File: src/rtl/core/kded_pkg.sv
// Shared constants, codes and types of the key debounce and event dispatcher.
package kded_pkg;

   localparam int KEY_COUNT  = 4;
   localparam int FIELD_KEYS = 4;
   localparam int LIVE_KEYS  = (KEY_COUNT < FIELD_KEYS) ? KEY_COUNT : FIELD_KEYS;

   localparam int OP_W        = 3;
   localparam int EVENT_W     = 3;
   localparam int HIST_W      = 8;
   localparam int CNT_W       = 8;
   localparam int TIME_W      = 32;
   localparam int CSR_INDEX_W = 4;
   localparam int CSR_DATA_W  = 8;

   localparam logic [HIST_W-1:0]     PRESS_PATTERN = 8'h7f;
   localparam logic [FIELD_KEYS-1:0] ACTIVE_RESET  = 4'd8;
   localparam logic [CNT_W-1:0]      HOLD_RESET    = 8'd50;

   typedef enum logic [OP_W-1:0] {
      OP_SAMPLE  = 3'd0,
      OP_TICK    = 3'd1,
      OP_TIMEOUT = 3'd2,
      OP_UNLOCK  = 3'd3,
      OP_POLL    = 3'd4
   } op_type;

   localparam logic [EVENT_W-1:0] EV_NONE        = 3'd0;
   localparam logic [EVENT_W-1:0] EV_CASE_UNLOCK = 3'd5;
   localparam logic [EVENT_W-1:0] EV_TICK        = 3'd6;
   localparam logic [EVENT_W-1:0] EV_TIMEOUT     = 3'd7;

   localparam logic [CSR_INDEX_W-1:0] CSR_ACTIVE_LEVELS = 4'd0;
   localparam logic [CSR_INDEX_W-1:0] CSR_HOLD_TICKS    = 4'd1;

   typedef struct packed {
      logic sample_en;
      logic key_bit;
      logic clear_en;
   } lane_ctl_type;

   typedef struct packed {
      logic pending;
      logic pressed_next;
   } lane_stat_type;

   typedef struct packed {
      logic   fire;
      op_type op;
      logic   was_locked;
      logic   time_reached;
   } arb_req_type;

endpackage

File: src/rtl/core/kded_channels.sv
// Channel interfaces of the key debounce and event dispatcher.
interface kded_req_if import kded_pkg::*; ();
   logic                  valid;
   logic                  ready;
   logic [OP_W-1:0]       operation;
   logic [FIELD_KEYS-1:0] first_levels;
   logic [FIELD_KEYS-1:0] second_levels;
   logic                  was_locked;
   logic [TIME_W-1:0]     now_time;
   logic [TIME_W-1:0]     unlock_time;

   modport source (output valid, operation, first_levels, second_levels, was_locked,
                   now_time, unlock_time, input ready);
   modport sink (input valid, operation, first_levels, second_levels, was_locked,
                 now_time, unlock_time, output ready);
endinterface

interface kded_rsp_if import kded_pkg::*; ();
   logic                  valid;
   logic                  ready;
   logic [EVENT_W-1:0]    event_code;
   logic [FIELD_KEYS-1:0] debounced_levels;

   modport source (output valid, event_code, debounced_levels, input ready);
   modport sink (input valid, event_code, debounced_levels, output ready);
endinterface

interface kded_csr_if import kded_pkg::*; ();
   logic                   valid;
   logic                   ready;
   logic [CSR_INDEX_W-1:0] index;
   logic [CSR_DATA_W-1:0]  wdata;

   modport source (output valid, index, wdata, input ready);
   modport sink (input valid, index, wdata, output ready);
endinterface

File: src/rtl/core/kded_key_lane.sv
// One key lane: sample history, debounced level and press-hold counter.
module kded_key_lane import kded_pkg::*; (
   input  logic             clock,
   input  logic             reset,
   input  lane_ctl_type     ctl,
   input  logic [CNT_W-1:0] hold_ticks,
   output lane_stat_type    stat
);

   logic [HIST_W-1:0] hist_ff, hist_in;
   logic [CNT_W-1:0]  cnt_ff, cnt_in;
   logic              pressed_ff, pressed_in;
   logic [CNT_W-1:0]  cnt_loaded;

   always_comb begin
      hist_in    = hist_ff;
      cnt_in     = cnt_ff;
      pressed_in = pressed_ff;
      cnt_loaded = cnt_ff;
      if (ctl.sample_en) begin
         hist_in = {hist_ff[HIST_W-2:0], ctl.key_bit};
         if (hist_in == PRESS_PATTERN) begin
            pressed_in = 1'b1;
            cnt_loaded = hold_ticks;
         end else if (hist_in == '0) begin
            pressed_in = 1'b0;
         end
         // The counter runs down on every sample, including the one that loads it.
         cnt_in = (cnt_loaded != '0) ? cnt_loaded - 1'b1 : '0;
      end else if (ctl.clear_en) begin
         cnt_in = '0;
      end
   end

   always_ff @(posedge clock) begin
      if (reset) begin
         hist_ff    <= '0;
         cnt_ff     <= '0;
         pressed_ff <= 1'b0;
      end else begin
         hist_ff    <= hist_in;
         cnt_ff     <= cnt_in;
         pressed_ff <= pressed_in;
      end
   end

   assign stat.pending      = (cnt_ff != '0);
   assign stat.pressed_next = pressed_in;

   a_press_sets_level: assert property (@(posedge clock) disable iff (reset)
      (ctl.sample_en && hist_in == PRESS_PATTERN) |=> pressed_ff)
      else $error("press pattern did not set the debounced level");

   a_clear_empties_counter: assert property (@(posedge clock) disable iff (reset)
      (ctl.clear_en && !ctl.sample_en) |=> (cnt_ff == '0))
      else $error("consumed press left its counter running");

endmodule

File: src/rtl/core/kded_event_arb.sv
// Merge stage: pending flags and fixed-priority pick of the poll event.
module kded_event_arb import kded_pkg::*; (
   input  logic                 clock,
   input  logic                 reset,
   input  arb_req_type          req,
   input  logic [LIVE_KEYS-1:0] pending,
   output logic [LIVE_KEYS-1:0] grant,
   output logic [EVENT_W-1:0]   event_code
);

   logic tick_ff, tick_in;
   logic timeout_ff, timeout_in;
   logic unlock_ff, unlock_in;
   logic poll_en;
   logic key_found;
   logic [EVENT_W-1:0] key_code;

   assign poll_en = req.fire && (req.op == OP_POLL);

   // Lowest-numbered lane with a live press counter wins.
   always_comb begin
      grant     = '0;
      key_found = 1'b0;
      key_code  = EV_NONE;
      for (int i = 0; i < LIVE_KEYS; i++) begin
         if (pending[i] && !key_found) begin
            grant[i]  = poll_en;
            key_found = 1'b1;
            key_code  = EVENT_W'(i + 1);
         end
      end
   end

   always_comb begin
      tick_in    = tick_ff;
      timeout_in = timeout_ff;
      unlock_in  = unlock_ff;
      event_code = EV_NONE;
      if (req.fire) begin
         case (req.op)
            OP_TICK:    tick_in    = 1'b1;
            OP_TIMEOUT: timeout_in = 1'b1;
            OP_UNLOCK:  unlock_in  = 1'b1;
            OP_POLL: begin
               if (key_found) begin
                  event_code = key_code;
               end else if (req.was_locked && req.time_reached) begin
                  event_code = EV_CASE_UNLOCK;
               end else if (req.was_locked && unlock_ff) begin
                  event_code = EV_CASE_UNLOCK;
                  unlock_in  = 1'b0;
               end else if (tick_ff) begin
                  event_code = EV_TICK;
                  tick_in    = 1'b0;
               end else if (timeout_ff) begin
                  event_code = EV_TIMEOUT;
                  timeout_in = 1'b0;
               end
            end
            default: ;
         endcase
      end
   end

   always_ff @(posedge clock) begin
      if (reset) begin
         tick_ff    <= 1'b0;
         timeout_ff <= 1'b0;
         unlock_ff  <= 1'b0;
      end else begin
         tick_ff    <= tick_in;
         timeout_ff <= timeout_in;
         unlock_ff  <= unlock_in;
      end
   end

   a_grant_single: assert property (@(posedge clock) disable iff (reset)
      (poll_en && (pending != '0)) |-> $onehot(grant))
      else $error("poll with pending presses must consume exactly one");

   a_tick_held: assert property (@(posedge clock) disable iff (reset)
      (req.fire && req.op == OP_TICK) |=> tick_ff)
      else $error("tick word did not leave a pending tick");

   a_tick_consumed: assert property (@(posedge clock) disable iff (reset)
      (poll_en && event_code == EV_TICK) |=> !tick_ff)
      else $error("reported tick was not consumed");

endmodule

File: src/rtl/core/key_debounce_event_dispatcher.sv
// Top level of the key debounce and event dispatcher.
// Usage:
//   req_ch carries one word per operation: key sample (two raw pin reads),
//   tick expired, generic timeout, force unlock or poll (lock state and times).
//   rsp_ch returns exactly one word per request: the event code (nonzero only
//   for a poll that finds something) and the debounced key levels after it.
//   csr_ch writes the per-key active levels (index 0) and the press-hold
//   count (index 1); it is always ready and should be used while idle.
// Timing:
//   Every request is handled in the cycle it is accepted; one key lane per
//   key updates its history and counter in parallel and the merge stage
//   picks the poll event in the same cycle. The response appears in the cycle
//   after acceptance, from an output register. Throughput is one word per
//   cycle while rsp_ch is not stalled, set by that single output register.
// Reset and stall:
//   Reset clears all histories, counters, levels and pending flags and
//   restores the register defaults (active levels 8, hold count 50).
//   While rsp_ch is stalled with a word held, req_ch.ready drops, so no
//   request is taken until the held word leaves.
module key_debounce_event_dispatcher import kded_pkg::*; (
   input logic         clock,
   input logic         reset,
   kded_req_if.sink    req_ch,
   kded_rsp_if.source  rsp_ch,
   kded_csr_if.sink    csr_ch
);

   logic [FIELD_KEYS-1:0] active_ff;
   logic [CNT_W-1:0]      hold_ff;
   logic                  rsp_valid_ff;
   logic [EVENT_W-1:0]    rsp_event_ff;
   logic [FIELD_KEYS-1:0] rsp_levels_ff;

   logic                  fire;
   op_type                op;
   arb_req_type           arb_req;
   lane_ctl_type          lane_ctl [LIVE_KEYS];
   lane_stat_type         lane_stat [LIVE_KEYS];
   logic [LIVE_KEYS-1:0]  pending;
   logic [LIVE_KEYS-1:0]  grant;
   logic [EVENT_W-1:0]    event_code;
   logic [FIELD_KEYS-1:0] levels_next;

   assign req_ch.ready = !rsp_valid_ff || rsp_ch.ready;
   assign fire         = req_ch.valid && req_ch.ready;
   assign op           = op_type'(req_ch.operation);

   assign csr_ch.ready = 1'b1;

   always_ff @(posedge clock) begin
      if (reset) begin
         active_ff <= ACTIVE_RESET;
         hold_ff   <= HOLD_RESET;
      end else if (csr_ch.valid) begin
         case (csr_ch.index)
            CSR_ACTIVE_LEVELS: active_ff <= csr_ch.wdata[FIELD_KEYS-1:0];
            CSR_HOLD_TICKS:    hold_ff   <= csr_ch.wdata[CNT_W-1:0];
            default: ;
         endcase
      end
   end

   genvar g;
   generate
      for (g = 0; g < FIELD_KEYS; g++) begin : g_key
         if (g < LIVE_KEYS) begin : g_live
            // A sample counts as pressed only when both reads match the active level.
            assign lane_ctl[g].sample_en = fire && (op == OP_SAMPLE);
            assign lane_ctl[g].key_bit   = (req_ch.first_levels[g] == active_ff[g]) &&
                                           (req_ch.second_levels[g] == active_ff[g]);
            assign lane_ctl[g].clear_en  = grant[g];

            kded_key_lane u_lane (
               .clock      (clock),
               .reset      (reset),
               .ctl        (lane_ctl[g]),
               .hold_ticks (hold_ff),
               .stat       (lane_stat[g])
            );

            assign pending[g]     = lane_stat[g].pending;
            assign levels_next[g] = lane_stat[g].pressed_next;
         end else begin : g_idle
            assign levels_next[g] = 1'b0;
         end
      end
   endgenerate

   assign arb_req.fire         = fire;
   assign arb_req.op           = op;
   assign arb_req.was_locked   = req_ch.was_locked;
   assign arb_req.time_reached = (req_ch.now_time >= req_ch.unlock_time);

   kded_event_arb u_arb (
      .clock      (clock),
      .reset      (reset),
      .req        (arb_req),
      .pending    (pending),
      .grant      (grant),
      .event_code (event_code)
   );

   always_ff @(posedge clock) begin
      if (reset) begin
         rsp_valid_ff <= 1'b0;
      end else if (req_ch.ready) begin
         rsp_valid_ff <= req_ch.valid;
      end
   end

   always_ff @(posedge clock) begin
      if (fire) begin
         rsp_event_ff  <= event_code;
         rsp_levels_ff <= levels_next;
      end
   end

   assign rsp_ch.valid            = rsp_valid_ff;
   assign rsp_ch.event_code       = rsp_event_ff;
   assign rsp_ch.debounced_levels = rsp_levels_ff;

endmodule
File: src/flat_wrapper.sv
// flat-port wrapper written by rule: the top's interface ports become plain ports
module key_debounce_event_dispatcher_flat import kded_pkg::*;
  (clock, reset, req_ch_valid, req_ch_operation, req_ch_first_levels, req_ch_second_levels, req_ch_was_locked, req_ch_now_time, req_ch_unlock_time, req_ch_ready, rsp_ch_valid, rsp_ch_event_code, rsp_ch_debounced_levels, rsp_ch_ready, csr_ch_valid, csr_ch_index, csr_ch_wdata, csr_ch_ready);
  kded_req_if req_ch_i ();
  kded_rsp_if rsp_ch_i ();
  kded_csr_if csr_ch_i ();
  input logic clock;
  input logic reset;
  input wire logic [$bits(req_ch_i.valid)-1:0] req_ch_valid;
  input wire logic [$bits(req_ch_i.operation)-1:0] req_ch_operation;
  input wire logic [$bits(req_ch_i.first_levels)-1:0] req_ch_first_levels;
  input wire logic [$bits(req_ch_i.second_levels)-1:0] req_ch_second_levels;
  input wire logic [$bits(req_ch_i.was_locked)-1:0] req_ch_was_locked;
  input wire logic [$bits(req_ch_i.now_time)-1:0] req_ch_now_time;
  input wire logic [$bits(req_ch_i.unlock_time)-1:0] req_ch_unlock_time;
  output wire logic [$bits(req_ch_i.ready)-1:0] req_ch_ready;
  output wire logic [$bits(rsp_ch_i.valid)-1:0] rsp_ch_valid;
  output wire logic [$bits(rsp_ch_i.event_code)-1:0] rsp_ch_event_code;
  output wire logic [$bits(rsp_ch_i.debounced_levels)-1:0] rsp_ch_debounced_levels;
  input wire logic [$bits(rsp_ch_i.ready)-1:0] rsp_ch_ready;
  input wire logic [$bits(csr_ch_i.valid)-1:0] csr_ch_valid;
  input wire logic [$bits(csr_ch_i.index)-1:0] csr_ch_index;
  input wire logic [$bits(csr_ch_i.wdata)-1:0] csr_ch_wdata;
  output wire logic [$bits(csr_ch_i.ready)-1:0] csr_ch_ready;
  assign req_ch_i.valid = req_ch_valid;
  assign req_ch_i.operation = req_ch_operation;
  assign req_ch_i.first_levels = req_ch_first_levels;
  assign req_ch_i.second_levels = req_ch_second_levels;
  assign req_ch_i.was_locked = req_ch_was_locked;
  assign req_ch_i.now_time = req_ch_now_time;
  assign req_ch_i.unlock_time = req_ch_unlock_time;
  assign req_ch_ready = req_ch_i.ready;
  assign rsp_ch_valid = rsp_ch_i.valid;
  assign rsp_ch_event_code = rsp_ch_i.event_code;
  assign rsp_ch_debounced_levels = rsp_ch_i.debounced_levels;
  assign rsp_ch_i.ready = rsp_ch_ready;
  assign csr_ch_i.valid = csr_ch_valid;
  assign csr_ch_i.index = csr_ch_index;
  assign csr_ch_i.wdata = csr_ch_wdata;
  assign csr_ch_ready = csr_ch_i.ready;
  key_debounce_event_dispatcher u_core (.clock(clock), .reset(reset), .req_ch(req_ch_i), .rsp_ch(rsp_ch_i), .csr_ch(csr_ch_i));
endmodule
File: config.mk
export PLATFORM = sky130hd
export DESIGN_NAME = key_debounce_event_dispatcher_flat
export DESIGN_NICKNAME = d
export VERILOG_FILES = /design/src/rtl/core/kded_pkg.sv /design/src/rtl/core/kded_channels.sv /design/src/rtl/core/kded_key_lane.sv /design/src/rtl/core/kded_event_arb.sv /design/src/rtl/core/key_debounce_event_dispatcher.sv /design/src/flat_wrapper.sv
export SDC_FILE = /design/constraint.sdc
export NUM_CORES = 1
export LEC_CHECK = 0
export BUFFER_PORTS_ARGS = -buffer_cell sky130_fd_sc_hd__buf_2
export CAP_MARGIN = 10
export CORE_MARGIN = 3
export CORE_UTILIZATION = 35
export DETAILED_ROUTE_END_ITERATION = 12
export RECOVER_POWER = 100
export SETUP_SLACK_MARGIN = 0.5
export SLEW_MARGIN = 10
export SYNTH_ARGS = -nofsm -noshare
export SYNTH_HDL_FRONTEND = slang
export SYNTH_SLANG_ARGS = --single-unit
export TNS_END_PERCENT = 50
File: constraint.sdc
create_clock -name clock -period 3.9 [get_ports clock]
set_clock_uncertainty 0.15 [all_clocks]
set_input_delay 0.195 -clock clock [delete_from_list [all_inputs] [get_ports clock]]
set_output_delay 0.195 -clock clock [all_outputs]
set_load 0.01 [all_outputs]
==> flow_summary.toml, run 1 <==
[timing]
rsz0062_at_grt = "no"
fin_setup_tns_ns = 0
finalMaxSlewViolations = 119
post-route-period-util_pct = 85.7
worst_pin_slew_ns = 1.98
fin_crit_ns = 3.34
holdWs_ns = 0.0224
relSlewSlack_pct = -32.0
fmax_ghz = 0.299
hold_viol = 0
finalSetupViolCount = 0

[global_routing]
overflow = 0
grt_pass1_vias = 4773
grt_max_degree = 46
antenna_found_initial = 0
track_usage_pct = 16.8
grt_pass1_wl_mm = 22.9

[worst_setup_path]
start_kind = "flop"
critPathRequiredTime_ns = 3.91
cp_max_fo = 17
crit_path_cell_trace = "or3_1 > a211oi_2 > buf_6 > mux2i_1 > ha_1 > nand3b_1 > or4_1 > o21ai_1 > nor2_1 > a22oi_1 > nor2_1"
ff2ff_path_depth = 11
crit_path_frequent_cell = "nor2_1"
crit_slowest_cell = "or4_1"
critPathCaptureType = "flop"
arrival_ns = 3.35
crit_path_max_incr_delay_ns = 0.45
crit_type = "flop to flop"

[cts]
clk_latency_ns = 0.34
cts_root_buffer = "clkbuf_16"
clock_sinks = 87
clockBufferDepth = 2
cts_tree = "yes"
clkTransAtPathRegs_ns = 0.07
htreeDepth = 3
cts_buffers = 9

[placed_design]
routabilityCongestion = 0.895
hpwl_mm = 10.5
port_buffers = 101

[pwr]
seqPwrFrac_pct = 46.9
vdd_drop_max_mv = 0.244
sw_frac_of_total_pct = 26.1
powerDensity_nw_per_um2 = 304
clock_power_share_pct = 43.2
p_leak_nw = 2.71
power.share.combinational_pct = 9.9
p_switching_w = 0.000510
intPower_w = 0.00144
total_power_w = 0.00195

[finish]
finalNetCount = 938
layout-drive-gt1-share_pct = 15.1
diodes = 0
utilization_pct = 43.4
syn_to_final_growth_pct = 18.9

[drt]
drtAntennaViolNets = 0
vias = 5287
firstDrtPassIters = 5
viasPerCell = 5.30
wl_per_cell_microns = 14.3
drt_iter0_drc = 297
drc_errors = 0
finalWirelength_mm = 14.3

[flow_run]
drv_cap = 3

[die]
num_io_pins = 103
dieArea_sq_um = 17000
rows = 44
dieHeight_microns = 130
core_sq_um = 14800
fp.dieW_microns = 130
initial_core_util_pct = 36.5

[yosys]
postSynthCellCount = 712
seq_area_frac_synth_pct = 33.5
yosysTopAreaCellShare_pct = 29.6
synth-async-reset-ratio_pct = 0
synth_ff_type = "dfxtp_1"
yosys_warnings = 0
netlist_top_cells_area = "dfxtp_1, ha_1, nand2_1, a21oi_1, nor2_1"
ys_ff_latch = 87
yosysTopAreaCell = "dfxtp_1"
synth_cell_types = 63
synth-edff-count = 7
synthesis.nets = 841
synth.cell_area_sq_um = 5410
synth_area_per_cell_sq_um = 7.59

[worst_hold_path]
whs_path_depth = 3
hold_class = "input port to flop"

[run_status]
failed_checks = "capacitance limit, slew limit"
status = "finished, violations left"
==> cells in the mapped netlist (2+ instances only) <==
library cell,count
a211o_1,6
a211oi_1,10
a21boi_0,2
a21o_1,5
a21oi_1,66
a22o_1,3
a22oi_1,7
a31oi_1,12
a41oi_1,2
and2_1,3
and3_1,12
buf_1,3
buf_2,3
clkbuf_1,23
dfxtp_1,80
edfxtp_1,7
ha_1,36
inv_1,46
mux2_2,2
mux2i_1,18
nand2_1,111
nand2b_1,10
nand3_1,20
nand3b_1,5
nand4_1,7
nand4b_1,3
nor2_1,67
nor2b_1,10
nor3_1,31
nor4_1,10
o211ai_1,2
o21ai_0,39
o21ai_1,5
o32ai_1,4
or3_1,4
xnor2_1,6
xor2_1,6
==> per-layer routing <==
metal	share of wire, %	GRT usage, %	vias to the layer above
li1	-	-	2726
met4	1.2	3.73	0
met1	46	22.3	2433
met2	48	27.4	115
met3	4.8	4.42	13
met5	0	0	-
==> critical path: cells and delay by family, from the launching register on <==
family	cells	cell delay, ns
mux	1	0.26
simple gates	5	1.19
fa+ha+maj	1	0.34
buf+inv	1	0.21
flops	1	0.32
compound gates	3	0.67
==> power by group through the flow <==
| stage | clock, W | combinational, W | sequential [W] |
|---|---|---|---|
| 2_1_floorplan | 0 | 0.000108 | 0.000935 |
| 6_report | 0.000843 | 0.000193 | 0.000916 |
| 4_1_cts | 0.000865 | 0.000198 | 0.000915 |
| 3_5_place_dp | 0 | 0.000193 | 0.000936 |
| 3_3_place_gp | 0 | 0.000191 | 0.000936 |
| 5_1_grt | 0.000899 | 0.000222 | 0.000917 |
==> final timing paths <==
check | startpoint | to | slack, ns
worst max-delay path | u_core.active_ff[0]$_SDFFE_PP0P_ | u_core.g_key[0].g_live.u_lane.cnt_ff[0]$_SDFFE_PP0P_ | 0.56
worst min-delay path | req_ch_was_locked | u_core.u_arb.unlock_ff$_SDFFE_PP0P_ | 0.02
worst min register to register | u_core.g_key[1].g_live.u_lane.pressed_ff$_SDFF_PP0_ | u_core.g_key[1].g_live.u_lane.pressed_ff$_SDFF_PP0_ | 0.32
worst max register to register | u_core.active_ff[0]$_SDFFE_PP0P_ | u_core.g_key[0].g_live.u_lane.cnt_ff[0]$_SDFFE_PP0P_ | 0.56
==> cell type report <==
cell class	count	area, sq um
inverter	46	173
fill	1496	8380
clock buffer	9	225
timing repair buffer	116	608
tap	184	230
sequential	87	1810
clock inverter	7	62.6
multi-input combinational	549	3320
==> state kept, by name, summed over array words and instances, names as in the netlist <==
name,count
u_core.u_arb.tick_ff,1
u_core.rsp_ch.event_code,3
u_core.hold_ff,8
u_core.rsp_ch.debounced_levels,4
u_core.active_ff,4
u_core.rsp_ch.valid,1
u_core.u_arb.unlock_ff,1
u_core.u_arb.timeout_ff,1
u_core.g_key.g_live.u_lane.hist_ff,28
u_core.g_key.g_live.u_lane.pressed_ff,4
u_core.g_key.g_live.u_lane.cnt_ff,32
==> logic make-up after synthesis <==
group / synth area share (%)
and+or+nand+nor: 26.8
AOI/OAI and AO/OA: 20.2
DFF: 33.5
buffers and inverters: 5.42
adders and majority gates: 8.33
muxes: 3.75
xor gates and xnor gates: 1.94
other: 0.0694
==> layout by cell type (no fill, tap or decap), drive strengths merged, types with 10 or more instances in the layout <==
master  count
a211oi     11
nor2       67
and3       13
clkbuf     24
nand2b     10
o21ai      44
nand3      20
nor2b      10
nor4       11
dfxtp      80
nor3       31
a21oi      67
nand2     111
mux2i      18
inv        51
ha         36
buf        95
a31oi      13
==> per-stage QoR <==
step                instance area (sq um)  setup slack, ns  instances
floorplan                            5410            0.630        712
finish                               6430            0.558        998
global placement                     6100            0.744        976
CTS                                  6440            0.687        998
detailed placement                   6100            0.723        976
global route                         6430            0.272        998
==> timing repair <==
action                                  CTS  global route
hold buffers                              6             0
setup buffers                             0             0
endpoints found under the hold margin     8             0
endpoints found under the setup margin    0            10
resized for setup                         0             4
(Power assumes the default switching activity.)
==> run 2, diff against run 1 <==
--- a/config.mk
+++ b/config.mk
@@ -7,6 +7,7 @@
 export LEC_CHECK = 0
 export BUFFER_PORTS_ARGS = -buffer_cell sky130_fd_sc_hd__buf_2
 export CAP_MARGIN = 10
+export CORE_ASPECT_RATIO = 1.25
 export CORE_MARGIN = 3
 export CORE_UTILIZATION = 35
 export DETAILED_ROUTE_END_ITERATION = 12
==> run 2 against run 1 <==
  * Critical endpoint unchanged
  * Setup slack better by 0.0010 ns
  * Largest cell class unchanged
  * The run still ends with capacitance limit, slew limit left
  * Sequential share of layout area shrank 0.15 points
  * Flip-flop and latch count unchanged
  * Sequential power about the same
==> flow_summary.toml, run 2 (synthesized netlist as in run 1, its figures left out) <==
[drt]
firstDrtPassIters = 5
drc_errors = 0
vias = 5258
wl_per_cell_microns = 13.7
viasPerCell = 5.13
drtAntennaViolNets = 0
drt_iter0_drc = 382
finalWirelength_mm = 14.0

[timing]
holdWs_ns = 0.00916
finalSetupViolCount = 0
post-route-period-util_pct = 85.7
fmax_ghz = 0.299
relSlewSlack_pct = -20.5
finalMaxSlewViolations = 40
rsz0062_at_grt = "no"
fin_crit_ns = 3.34
hold_viol = 0
worst_pin_slew_ns = 1.81
fin_setup_tns_ns = 0

[finish]
syn_to_final_growth_pct = 19.5
diodes = 0
multi_input_area_sq_um = 3310
layout_common_cells = "nand2_1, buf_2, dfxtp_1, nor2_1, a21oi_1"
regArea_sq_um = 1810
largest-register = "u_core.g_key.g_live.u_lane.cnt_ff"
finalNetCount = 940
fill_cells = 1571
reg_top3 = "u_core.g_key.g_live.u_lane.cnt_ff x32, u_core.g_key.g_live.u_lane.hist_ff x28, u_core.hold_ff x8"
largest_reg_flops = 32
final_common_cell = "nand2_1"
layout-drive-gt1-share_pct = 15.2
utilization_pct = 42.9
design_area_sq_um = 6460

[cts]
clock_sinks = 87
htreeDepth = 3
cts_tree = "yes"
clk_latency_ns = 0.35
clockBufferDepth = 2
clkTransAtPathRegs_ns = 0.06
cts_root_buffer = "clkbuf_16"
cts_setup_buffers = 0
cts_buffers = 9

[worst_setup_path]
crit_path_max_incr_delay_ns = 0.46
crit_type = "flop to flop"
critPathCaptureType = "flop"
arrival_ns = 3.38
r2r_setup_slack_ns = 0.56
ff2ff_path_depth = 10
critPathRequiredTime_ns = 3.94
crit_path_cell_trace = "or3_1 > a211oi_1 > mux2i_1 > ha_1 > nand3b_1 > or4_1 > o21ai_0 > nor2_1 > a22oi_1 > nor2_1"
crit_path_frequent_cell = "nor2_1"
cp_max_fo = 8
crit_slowest_cell = "a211oi_1"
start_kind = "flop"

[global_routing]
track_usage_pct = 16.7
grt_max_degree = 40
overflow = 0
grt_pass1_wl_mm = 23.1
grt_pass1_vias = 4934
antenna_found_initial = 0

[run_status]
status = "finished, violations left"
failed_checks = "capacitance limit, slew limit"

[die]
dieArea_sq_um = 17000
initial_core_util_pct = 35.9
num_io_pins = 103
dieHeight_microns = 145
fp.dieW_microns = 117
rows = 50
core_sq_um = 15100

[placed_design]
hpwl_mm = 10.5
port_buffers = 101
placed_cell_area_sq_um = 6130
routabilityCongestion = 0.823

[pwr]
powerDensity_nw_per_um2 = 299
p_leak_nw = 2.72
vdd_drop_max_mv = 0.231

[flow_run]
drv_cap = 1

[worst_hold_path]
hold_class = "input port to flop"
whs_path_depth = 3
==> run 2: through the flow <==
step           total power [W]  setup slack, ns  cells
2_1_floorplan          0.00104            0.630    712
3_3_place_gp           0.00113            0.552   1001
3_5_place_dp           0.00113            0.511   1001
4_1_cts                0.00196            0.634   1024
5_1_grt                0.00202            0.287   1024
6_report               0.00193            0.559   1024
==> run 2: per-layer routing <==
| metal | global-route usage (%) | vias to the layer above | part of all wire [%] |
|---|---|---|---|
| met5 | 0 | - | 0 |
| met4 | 7.06 | 0 | 2.3 |
| met3 | 2.13 | 21 | 3.2 |
| met2 | 28.8 | 88 | 52 |
| met1 | 20.4 | 2416 | 43 |
| li1 | - | 2733 | - |
==> run 2: final cells by class <==
class / instances / area share (%)
clock buffers: 9 / 3.49
clock inverters: 7 / 0.833
inverters: 46 / 2.67
multi-input cells: 549 / 51.3
flip-flops and latches: 87 / 28.0
well taps: 208 / 4.03
repair buffers: 118 / 9.64
==> run 2: path summary, 6_finish.rpt <==
| kind | startpoint | to |
|---|---|---|
| setup / recovery | u_core.active_ff[0]$_SDFFE_PP0P_ | u_core.g_key[0].g_live.u_lane.cnt_ff[0]$_SDFFE_PP0P_ |
| hold / removal | req_ch_was_locked | u_core.u_arb.unlock_ff$_SDFFE_PP0P_ |
| setup reg to reg | u_core.active_ff[0]$_SDFFE_PP0P_ | u_core.g_key[0].g_live.u_lane.cnt_ff[0]$_SDFFE_PP0P_ |
| hold reg to reg | u_core.g_key[1].g_live.u_lane.pressed_ff$_SDFF_PP0_ | u_core.g_key[1].g_live.u_lane.pressed_ff$_SDFF_PP0_ |
==> run 2: power breakdown <==
| group | total, W | switching [W] | internal, W |
|---|---|---|---|
| logic | 0.000195 | 0.000106 | 0.0000888 |
| registers | 0.000916 | 0.00000741 | 0.000908 |
| clock network | 0.000821 | 0.000382 | 0.000440 |
| total | 0.00193 | 0.000495 | 0.00144 |
==> run 2: what timing repair did <==
item	CTS	global route
pin swaps	0	0
setup endpoints to repair	1	4
endpoints found under the hold margin	9	0
hold buffers	7	0
resized for setup	1	2
==> run 2: worst max-delay path, delay by kind of cell, from the launching register on <==
family                     cells  cell delay (ns)
AOI/OAI and AO/OA              3             0.84
and+or+nand+nor                5             1.21
adders and majority gates      1             0.37
muxes                          1             0.30
DFF                            1             0.32
==> run 3, diff against run 2 <==
==> constraint.sdc (replaced) <==
create_clock -name clock -period 2.8 [get_ports clock]
set_clock_uncertainty 0.15 [all_clocks]
set_input_delay 0 -clock clock [delete_from_list [all_inputs] [get_ports clock]]
set_output_delay 0 -clock clock [all_outputs]
set_load 0.01 [all_outputs]
==> run 3 against run 2 <==
  * The run now ends clean
  * Cell area up 8.0%
  * Non-clock buffer count up 43
  * Utilization up 3.4 points
  * Flip-flop and latch count unchanged
  * Final cell count up 4.2%
  * Register-to-register slack worse by 0.49 ns
  * Clock power up 39%
==> flow_summary.toml, run 3 (synthesized netlist as in run 1, its figures left out) <==
[worst_hold_path]
hold_class = "input port to flop"

[finish]
regArea_sq_um = 1810
final_common_cell = "nand2_1"
largest_reg_flops = 32
reg_top3 = "u_core.g_key.g_live.u_lane.cnt_ff x32, u_core.g_key.g_live.u_lane.hist_ff x28, u_core.hold_ff x8"
largest-register = "u_core.g_key.g_live.u_lane.cnt_ff"
multi_input_area_sq_um = 3450
finalNetCount = 983
layout-drive-gt1-share_pct = 21.5
layout_common_cells = "nand2_1, buf_2, dfxtp_1, nor2_1, a21oi_1"
diodes = 0
fill_cells = 1532
syn_to_final_growth_pct = 29.1

[global_routing]
track_usage_pct = 17.7
antenna_found_initial = 0
overflow = 0
grt_pass1_vias = 5176
grt_max_degree = 62
grt_pass1_wl_mm = 24.4

[timing]
setup_ws_ns = 0.0656
finalMaxSlewViolations = 0
post-route-period-util_pct = 97.7
fmax_ghz = 0.366
fin_setup_tns_ns = 0
hold_viol = 0
rsz0062_at_grt = "yes"
relSlewSlack_pct = 53.9
worst_pin_slew_ns = 0.692
fin_crit_ns = 2.73
finalSetupViolCount = 0

[die]
initial_core_util_pct = 35.9
dieHeight_microns = 145
fp.dieW_microns = 117
core_sq_um = 15100
num_io_pins = 103
rows = 50
dieArea_sq_um = 17000

[cts]
htreeDepth = 3
clock_sinks = 87
clkTransAtPathRegs_ns = 0.07
cts_buffers = 9
clockBufferDepth = 2
cts_root_buffer = "clkbuf_16"
clk_latency_ns = 0.35
cts_tree = "yes"

[placed_design]
port_buffers = 101
pre_cts_ws_ns = 0.0483
routabilityCongestion = 0.842
hpwl_mm = 11.1

[drt]
finalWirelength_mm = 14.9
drtAntennaViolNets = 0
drt_iter0_drc = 441
wl_per_cell_microns = 14.0
firstDrtPassIters = 5
drc_errors = 0
viasPerCell = 5.08
vias = 5420

[pwr]
vdd_drop_max_mv = 0.293
powerDensity_nw_per_um2 = 388
p_leak_nw = 2.94

[worst_setup_path]
startpoint = "u_core.active_ff[0]$_SDFFE_PP0P_"
r2r_setup_slack_ns = 0.07
cp.depth = 10
crit_slowest_cell = "or4_4"
crit_type = "flop to flop"
crit_path_cell_trace = "or3_4 > a211oi_4 > mux2i_1 > ha_2 > nand3b_1 > or4_4 > o21ai_4 > nor2_2 > a22oi_2 > nor2_1"
ff2ff_path_depth = 10
r2r-end = "u_core.g_key[0].g_live.u_lane.cnt_ff[0]$_SDFFE_PP0P_"
cpLargestDelayFamily = "simple AND/OR/NAND/NOR gates"
critPathCaptureType = "flop"
reg2reg_from = "u_core.active_ff[0]$_SDFFE_PP0P_"
start_kind = "flop"
crit_path_max_incr_delay_ns = 0.45
cp.buffers_inverters = 0
setup.worst_path.end = "u_core.g_key[0].g_live.u_lane.cnt_ff[0]$_SDFFE_PP0P_"
cp_max_fo = 4
arrival_ns = 2.82
critPathRequiredTime_ns = 2.88

[flow_run]
drv_cap = 0

[run_status]
status = "completed"
## run 3: cell count changes in the layout (fill, tap and decap cells not counted), moves of 4 or more
cell           change
o21ai_1            +4
dlygate4sd3_1     +13
buf_4             +30
a211oi_1           -4
a22oi_1            -5
o21ai_0            -6
a22oi_2            +5
## run 3: worst reg2reg max path, stage by stage, from the launching register on
cell,delay (ns)
dfxtp_2,0.32
or3_4,0.34
a211oi_4,0.28
mux2i_1,0.28
ha_2,0.21
nand3b_1,0.10
or4_4,0.45
o21ai_4,0.18
nor2_2,0.09
a22oi_2,0.17
nor2_1,0.05
## run 3: where the power goes
group / leakage [nW] / internal (W) / switching (W)
sequential: 0.716 / 0.00127 / 0.00000995
combinational: 2.08 / 0.000143 / 0.000156
clock: 0.141 / 0.000611 / 0.000527
## run 3: layout make-up
class	instances	share of cell area [%]
inverter	46	2.47
multi-input combinational	549	49.5
clock inverter	7	0.771
clock buffer	9	3.23
tap	208	3.73
sequential	87	26.0
timing repair buffer	161	14.4
## run 3: what timing repair did
item | 4_1_cts | 5_1_grt
gates cloned | 0 | 0
endpoints found under the hold margin | 26 | 0
hold buffers | 20 | 0
setup endpoints to repair | 31 | 33
buffers inserted | 9 | 1
resized for setup | 9 | 19
pin swaps | 8 | 23
## run 3: metrics by stage
stage | total power (W) | area, sq um | hold slack [ns] | utilization, % | cells
finish | 0.00271 | 6980 | 0.0173 | 46.3 | 1067
global route | 0.00284 | 6980 | 0.0261 | 46.3 | 1067
CTS | 0.00274 | 6920 | 0.00181 | 45.9 | 1066
detailed placement | 0.00159 | 6340 | 0.0932 | 42.0 | 1021
global placement | 0.00158 | 6340 | 0.0820 | 42.0 | 1021
floorplan | 0.00145 | 5490 | -0.0322 | - | 712
## run 3: worst min path at each step
stage | from | end | slack, ns | cells past startpoint
floorplan | csr_ch_wdata[3] | u_core.active_ff[3]$_SDFFE_PP1P_ | -0.03 | 1
global placement | csr_ch_wdata[6] | u_core.hold_ff[6]$_SDFFE_PP0P_ | 0.08 | 3
detailed placement | csr_ch_wdata[6] | u_core.hold_ff[6]$_SDFFE_PP0P_ | 0.09 | 3
CTS | csr_ch_index[1] | u_core.active_ff[2]$_SDFFE_PP0P_ | 0.002 | 5
global route | req_ch_first_levels[0] | u_core.g_key[0].g_live.u_lane.hist_ff[0]$_SDFFE_PP0P_ | 0.03 | 4
finish | req_ch_first_levels[0] | u_core.g_key[0].g_live.u_lane.hist_ff[0]$_SDFFE_PP0P_ | 0.02 | 4
## run 3: layer usage
layer | GRT usage (%) | wire length [microns]
met5 | 0 | 0
met4 | 6.14 | 300
met3 | 2.29 | 534
met2 | 31.6 | 7750
met1 | 21.3 | 6310
